[src/rtl/spq_pkg.sv]
package spq_pkg;

  // Fixed field widths
  localparam int PRIO_W = 16;
  localparam int DATA_W = 32;
  localparam int CAP_W  = 5;
  localparam int ADDR_W = 3;

  // Register map
  localparam logic [ADDR_W-1:0] ADDR_CAPACITY = 3'd0;
  localparam logic [CAP_W-1:0]  CAPACITY_RESET = 5'd16;

  typedef enum logic {
    OP_INSERT = 1'b0,
    OP_POLL   = 1'b1
  } op_t;

  typedef enum logic [1:0] {
    ST_DONE  = 2'd0,
    ST_FULL  = 2'd1,
    ST_EMPTY = 2'd2
  } status_t;

  // Input item
  typedef struct packed {
    op_t                      operation;
    logic signed [PRIO_W-1:0] new_priority;
    logic [DATA_W-1:0]        new_payload;
  } req_t;

  // Result item
  typedef struct packed {
    status_t                  status;
    logic [DATA_W-1:0]        out_payload;
    logic signed [PRIO_W-1:0] out_priority;
    logic [CAP_W-1:0]         entry_count;
    logic                     is_empty;
  } rsp_t;

  // Broadcast from the controller to every cell
  typedef struct packed {
    logic                     shift_in;
    logic                     shift_out;
    logic signed [PRIO_W-1:0] new_priority;
  } cell_ctrl_t;

endpackage

[src/rtl/spq_cell.sv]
module spq_cell #(
  parameter int PAY_WIDTH = 32
) (
  input  logic                              clk,
  input  spq_pkg::cell_ctrl_t               ctrl,
  input  logic [PAY_WIDTH-1:0]              new_payload,
  input  logic                              occupied,
  input  logic                              left_ge,
  input  logic signed [spq_pkg::PRIO_W-1:0] left_priority,
  input  logic [PAY_WIDTH-1:0]              left_payload,
  input  logic signed [spq_pkg::PRIO_W-1:0] right_priority,
  input  logic [PAY_WIDTH-1:0]              right_payload,
  output logic                              ge,
  output logic signed [spq_pkg::PRIO_W-1:0] slot_priority,
  output logic [PAY_WIDTH-1:0]              slot_payload
);

  // An empty slot counts as larger than any priority
  assign ge = !occupied || (slot_priority >= ctrl.new_priority);

  // Insert: first ge cell takes the new item, those after it take from the left.
  // Poll: every cell takes from the right.
  always_ff @(posedge clk) begin
    if (ctrl.shift_in) begin
      if (ge && !left_ge) begin
        slot_priority <= ctrl.new_priority;
        slot_payload  <= new_payload;
      end else if (ge) begin
        slot_priority <= left_priority;
        slot_payload  <= left_payload;
      end
    end else if (ctrl.shift_out) begin
      slot_priority <= right_priority;
      slot_payload  <= right_payload;
    end
  end

endmodule

[src/rtl/sorted_priority_queue_core.sv]
// Channel   Direction  Handshake              Payload
// req       in         req_valid / req_ready  spq_pkg::req_t (insert or poll)
// rsp       out        rsp_valid / rsp_ready  spq_pkg::rsp_t (status, entry, count)
// apb       in         psel/penable/pready    queue_capacity at byte address 0
//
// One item per cycle while rsp_ready stays high; each result appears in the cycle
// after its item is taken. A row of DEPTH cells compares against the new priority
// in parallel and shifts by one place per item, so every insert or poll is done at
// once. Reset clears the count and sets the capacity to 16; slot contents stay
// unknown. A result waits in the output register while rsp_ready is low; req_ready
// is high whenever that register is empty or is being emptied in the same cycle.
module sorted_priority_queue_core #(
  parameter int DEPTH         = 16,
  parameter int PAYLOAD_WIDTH = 32
) (
  input  logic                         clk,
  input  logic                         rst,
  input  logic                         req_valid,
  output logic                         req_ready,
  input  spq_pkg::req_t                req,
  output logic                         rsp_valid,
  input  logic                         rsp_ready,
  output spq_pkg::rsp_t                rsp,
  input  logic                         psel,
  input  logic                         penable,
  input  logic                         pwrite,
  input  logic [spq_pkg::ADDR_W-1:0]   paddr,
  input  logic [31:0]                  pwdata,
  output logic [31:0]                  prdata,
  output logic                         pready
);

  localparam int CW = $clog2(DEPTH + 1);

  logic [spq_pkg::CAP_W-1:0] capacity;
  logic [CW-1:0]             count;
  logic [CW-1:0]             count_next;
  spq_pkg::rsp_t             rsp_next;
  spq_pkg::cell_ctrl_t       ctrl;

  logic                              accept;
  logic                              full;
  logic                              do_insert;
  logic                              do_poll;
  logic [63:0]                       pay_in_wide;
  logic [63:0]                       pay_out_wide;
  logic [PAYLOAD_WIDTH-1:0]          new_pay;

  logic                              ge     [DEPTH];
  logic                              occ    [DEPTH];
  logic signed [spq_pkg::PRIO_W-1:0] prio   [DEPTH];
  logic [PAYLOAD_WIDTH-1:0]          pay    [DEPTH];

  // Configuration port
  assign pready = 1'b1;

  always_ff @(posedge clk) begin
    if (rst) begin
      capacity <= spq_pkg::CAPACITY_RESET;
    end else if (psel && penable && pwrite && paddr == spq_pkg::ADDR_CAPACITY) begin
      capacity <= pwdata[spq_pkg::CAP_W-1:0];
    end
  end

  always_comb begin
    prdata = '0;
    if (paddr == spq_pkg::ADDR_CAPACITY) begin
      prdata = 32'(capacity);
    end
  end

  // Item decode
  assign req_ready = !rsp_valid || rsp_ready;
  assign accept    = req_valid && req_ready;
  assign full      = (32'(count) >= 32'(capacity)) || (32'(count) >= DEPTH);
  assign do_insert = accept && req.operation == spq_pkg::OP_INSERT && !full;
  assign do_poll   = accept && req.operation == spq_pkg::OP_POLL && count != '0;

  assign pay_in_wide  = 64'(req.new_payload);
  assign new_pay      = pay_in_wide[PAYLOAD_WIDTH-1:0];
  assign pay_out_wide = 64'(pay[0]);

  assign ctrl.shift_in     = do_insert;
  assign ctrl.shift_out    = do_poll;
  assign ctrl.new_priority = req.new_priority;

  // Cell row, front at index 0
  for (genvar i = 0; i < DEPTH; i++) begin : g_cell
    logic                              l_ge;
    logic signed [spq_pkg::PRIO_W-1:0] l_prio;
    logic [PAYLOAD_WIDTH-1:0]          l_pay;
    logic signed [spq_pkg::PRIO_W-1:0] r_prio;
    logic [PAYLOAD_WIDTH-1:0]          r_pay;

    assign occ[i] = CW'(i) < count;

    if (i == 0) begin : g_first
      assign l_ge   = 1'b0;
      assign l_prio = req.new_priority;
      assign l_pay  = new_pay;
    end else begin : g_mid
      assign l_ge   = ge[i-1];
      assign l_prio = prio[i-1];
      assign l_pay  = pay[i-1];
    end

    if (i == DEPTH - 1) begin : g_last
      assign r_prio = prio[i];
      assign r_pay  = pay[i];
    end else begin : g_inner
      assign r_prio = prio[i+1];
      assign r_pay  = pay[i+1];
    end

    spq_cell #(
      .PAY_WIDTH(PAYLOAD_WIDTH)
    ) u_cell (
      .clk           (clk),
      .ctrl          (ctrl),
      .new_payload   (new_pay),
      .occupied      (occ[i]),
      .left_ge       (l_ge),
      .left_priority (l_prio),
      .left_payload  (l_pay),
      .right_priority(r_prio),
      .right_payload (r_pay),
      .ge            (ge[i]),
      .slot_priority (prio[i]),
      .slot_payload  (pay[i])
    );
  end

  // Count and result
  always_comb begin
    count_next = count;
    if (do_insert) begin
      count_next = count + CW'(1);
    end else if (do_poll) begin
      count_next = count - CW'(1);
    end

    rsp_next.status       = spq_pkg::ST_DONE;
    rsp_next.out_payload  = '0;
    rsp_next.out_priority = '0;
    if (req.operation == spq_pkg::OP_INSERT) begin
      if (full) begin
        rsp_next.status = spq_pkg::ST_FULL;
      end
    end else if (count == '0) begin
      rsp_next.status = spq_pkg::ST_EMPTY;
    end else begin
      rsp_next.out_payload  = pay_out_wide[spq_pkg::DATA_W-1:0];
      rsp_next.out_priority = prio[0];
    end
    rsp_next.entry_count = spq_pkg::CAP_W'(count_next);
    rsp_next.is_empty    = count_next == '0;
  end

  always_ff @(posedge clk) begin
    if (rst) begin
      count     <= '0;
      rsp_valid <= 1'b0;
    end else begin
      count <= count_next;
      if (accept) begin
        rsp_valid <= 1'b1;
      end else if (rsp_ready) begin
        rsp_valid <= 1'b0;
      end
    end
  end

  always_ff @(posedge clk) begin
    if (accept) begin
      rsp <= rsp_next;
    end
  end

  // Checks
  a_count_bound: assert property (@(posedge clk) disable iff (rst)
    32'(count) <= DEPTH)
    else $error("entry count above depth");

  a_rsp_count: assert property (@(posedge clk) disable iff (rst)
    rsp_valid |-> 32'(rsp.entry_count) == 32'(count))
    else $error("result count differs from held count");

  a_poll_dec: assert property (@(posedge clk) disable iff (rst)
    do_poll |=> count == $past(count) - CW'(1))
    else $error("poll did not remove an entry");

  a_refused_hold: assert property (@(posedge clk) disable iff (rst)
    (accept && !do_insert && !do_poll) |=> $stable(count))
    else $error("refused item changed the count");

  a_front_sorted: assert property (@(posedge clk) disable iff (rst)
    (occ[0] && occ[1 % DEPTH] && DEPTH > 1) |-> prio[0] <= prio[1 % DEPTH])
    else $error("front entries out of order");

endmodule

[config.mk]
export PLATFORM = sky130hd
export DESIGN_NAME = sorted_priority_queue_core
export DESIGN_NICKNAME = d
export VERILOG_FILES = /design/src/rtl/spq_pkg.sv /design/src/rtl/spq_cell.sv /design/src/rtl/sorted_priority_queue_core.sv
export SDC_FILE = /design/constraint.sdc
export NUM_CORES = 2
export LEC_CHECK = 0
export ABC_AREA = 0
export BUFFER_PORTS_ARGS = -buffer_cell sky130_fd_sc_hd__clkbuf_2
export CELL_PAD_IN_SITES_DETAIL_PLACEMENT = 0
export CELL_PAD_IN_SITES_GLOBAL_PLACEMENT = 1
export CORE_MARGIN = 5
export CORE_UTILIZATION = 47
export CTS_CLUSTER_DIAMETER = 100
export DETAILED_ROUTE_END_ITERATION = 10
export HOLD_SLACK_MARGIN = 0.02
export PLACE_DENSITY = 0.75
export SYNTH_ARGS = -nofsm -noshare
export SYNTH_HDL_FRONTEND = slang
export SYNTH_SLANG_ARGS = --single-unit
[constraint.sdc]
create_clock -name clk -period 8.4 [get_ports clk]
set_clock_uncertainty 0.05 [all_clocks]
set_input_delay 0.84 -clock clk [delete_from_list [all_inputs] [get_ports clk]]
set_output_delay 0.84 -clock clk [all_outputs]
set_load 0.03 [all_outputs]
==> reports/qor.yml <==
grt.met2_usage: 0.481
fin_area_mm2: 0.0530
drtIter0Drc: 5996
die-area_mm2: 0.109
worstHoldStart: "pwdata[4]"
num_antenna_cells: 0
setup_tns_ns: 0
die_x_um: 330
die_h_um: 330
avgSynthCellArea_um2: 10.6
reg2reg_slack_ns: 3.19
drtAntennaViolNets: 0
worst_hold_slack_ns: 0.340
yosysSeqAreaShare: 0.519
async_flop_share: 0
rsz0062_at_grt: "no"
numCtsBuffers: 97
finalHoldViolCount: 0
initial_core_util: 0.473
timing.rr.end: "g_cell[6].u_cell.slot_payload[23]"
holdPathStages: 3
grt_pass1_vias: 38552
grt_most_used_layer: "met2"
wl_per_cell_um: 30.0
tightest_slew_ns: 1.26
grt_pass1_wl_mm: 257
finalWirelength_mm: 175
synth_area_leader_cell: "edfxtp_1"
placed_area_mm2: 0.0497
arrival_ns: 5.52
ir_drop_mv: 0.159
htreeDepth: 3
firstDrtPassIters: 6
place_congestion: 0.929
rows: 117
core_area_mm2: 0.102
critical_path_class: "reg2reg"
grt_use_met3: 0.0556
reg2reg_depth: 8
fin_total_pwr_mw: 14.8
port_buffers: 126
drive_above_1_share: 0.106
ys_warn_count: 0
ioPinCount: 182
whs_endpoint: "capacity[4]"
netlist.area_leader.share: 0.514
synth_cell_types: 76
grt_overflow: 0
hold_class: "in2reg"
cts.hold.buffers_added: 0
vias_per_cell: 6.93
dp.cells: 5671
post_cts_buffers: 0
min_period_ns: 5.21
cts_buffer_depth: 3
slew_headroom: 0.157
fmax_mhz: 192
power_per_cell_area_mw_per_mm2: 279
cts-root-buf: "clkbuf_16"
grt_max_degree: 186
grt_util_met1: 0.447
setup_violations: 0
via_count: 40566
maxSlewViolCount: 0
clock_latency_ns: 0.69
r2r_start: "count[3]"
synth_area_leaders: "edfxtp_1 51%, a221o_1 8.5%, ha_1 6.9%"
maxCapViolations: 0
area_growth_pct: 10.2
cp-start-kind: "flop"
ctsResizeCount: 0
timing.final.crit_share: 0.620
cts_sinks: 835
synth_seq_cells: 835
fillers: 9064
cp_data_required_time_ns: 8.71
grt_use_total: 0.311
crit_fanout: 110
nNetsFinal: 4757
syn_inst: 4522
drc: 0
synth_flop_cell: "edfxtp_1"
endpoint_kind: "flop"
hpwlAfterDp_mm: 105
cts_tree: "yes"
antenna_found_initial: 7
synth-edff-count: 824
cellLeakagePower_nw: 19.4
synth_area_mm2: 0.0481
status: "complete, no violations"
clkTransAtPathRegs_ns: 0.06
instances_no_fill: 5852
## cell families after synthesis
logic type	after synthesis	share of synthesized area
AOI/OAI and AO/OA	1605	0.241
xor gates and xnor gates	3	0.000546
adders and majority gates	264	0.0686
buffers and inverters	537	0.0478
DFF	835	0.519
muxes	55	0.0123
other	2	0.000156
and+or+nand+nor	1221	0.111
## critical path, cell delays in order (launching register included)
cell and delay, ns:
dfxtp_1 0.81, ha_1 0.38, or2_2 0.27, a2111oi_0 0.95, nor2_4 0.15, inv_8 0.55
buf_4 0.69, a21oi_4 0.38, buf_4 0.44
## flip-flops by register name, indices dropped and copies added (netlist names)
register and count:
capacity 5, count 5, g_cell.u_cell.slot_payload 512, g_cell.u_cell.slot_priority 256, rsp 56, rsp_valid 1
## stage by stage
stage          utilization  setup WS (ns)
2_1_floorplan            -           1.63
6_report             0.521           3.19
3_5_place_dp         0.488           2.65
3_3_place_gp         0.488           2.62
5_1_grt              0.521           2.97
4_1_cts              0.521           3.29
## metal layers
layer	up-vias	wire, um	share of wire
met5	-	44	0.00025
met4	6	6130	0.035
met3	370	18600	0.11
met2	2498	78400	0.45
met1	20273	72100	0.41
li1	17419	-	-
## worst max-delay path by stage
stage             start                                 end  slack (ns)  cells after the start
2_1_floorplan   req[47]    g_cell[0].u_cell.slot_payload[0]        1.63                     10
3_3_place_gp    req[46]   g_cell[12].u_cell.slot_payload[2]        2.62                     10
3_5_place_dp    req[46]   g_cell[12].u_cell.slot_payload[2]        2.65                     10
4_1_cts        count[3]  g_cell[13].u_cell.slot_payload[13]        3.29                      8
5_1_grt        count[3]   g_cell[6].u_cell.slot_payload[23]        2.97                      8
6_report       count[3]   g_cell[6].u_cell.slot_payload[23]        3.19                      8
## cell usage in the layout, fill, tap and decap left out, drive strengths merged, types with 11 or more instances in the layout
cell type and n:
nand2 826, mux2i 21, nor2b 21, nor3 22
nand3 41, mux2 34, clkbuf 244, a31oi 41
conb 28, ha 264, o221ai 22, buf 94
and2 98, nor2 97, a221o 409, a21o 27
o21ai 69, nand4 54, dfxtp 11, bufinv 17
inv 78, and4 13, o211ai 424, clkinv 39
a21oi 544, or2 11, edfxtp 824
## Yosys cell counts, types with 21 or more instances
library cell / n
nor2b_1: 21
and2_1: 97
nor3_1: 22
edfxtp_1: 824
mux2i_1: 21
nor2_1: 96
o221ai_1: 22
ha_1: 264
clkbuf_1: 302
o211ai_1: 424
nand3_1: 41
buf_1: 23
a221o_1: 409
nand4_1: 54
o21ai_0: 68
mux2_2: 34
a21oi_1: 544
a21o_1: 27
a31oi_1: 41
nand2_1: 825
inv_1: 71
buf_2: 104
buf_4: 31
## final cells by class
| class | count | area, um^2 | area share |
|---|---|---|---|
| clock buffers | 118 | 2550 | 0.0480 |
| inverters | 72 | 278 | 0.00524 |
| repair buffers | 220 | 1410 | 0.0266 |
| well taps | 1368 | 1710 | 0.0323 |
| flip-flops and latches | 835 | 25000 | 0.471 |
| clock inverters | 63 | 786 | 0.0148 |
| multi-input cells | 3176 | 21300 | 0.402 |
## power by group
part           total, mW  switching (mW)  internal [mW]
Sequential          6.41           0.571           5.84
Clock               4.57            1.88           2.69
Combinational       3.83            2.59           1.24
(Power assumes the default switching activity.)
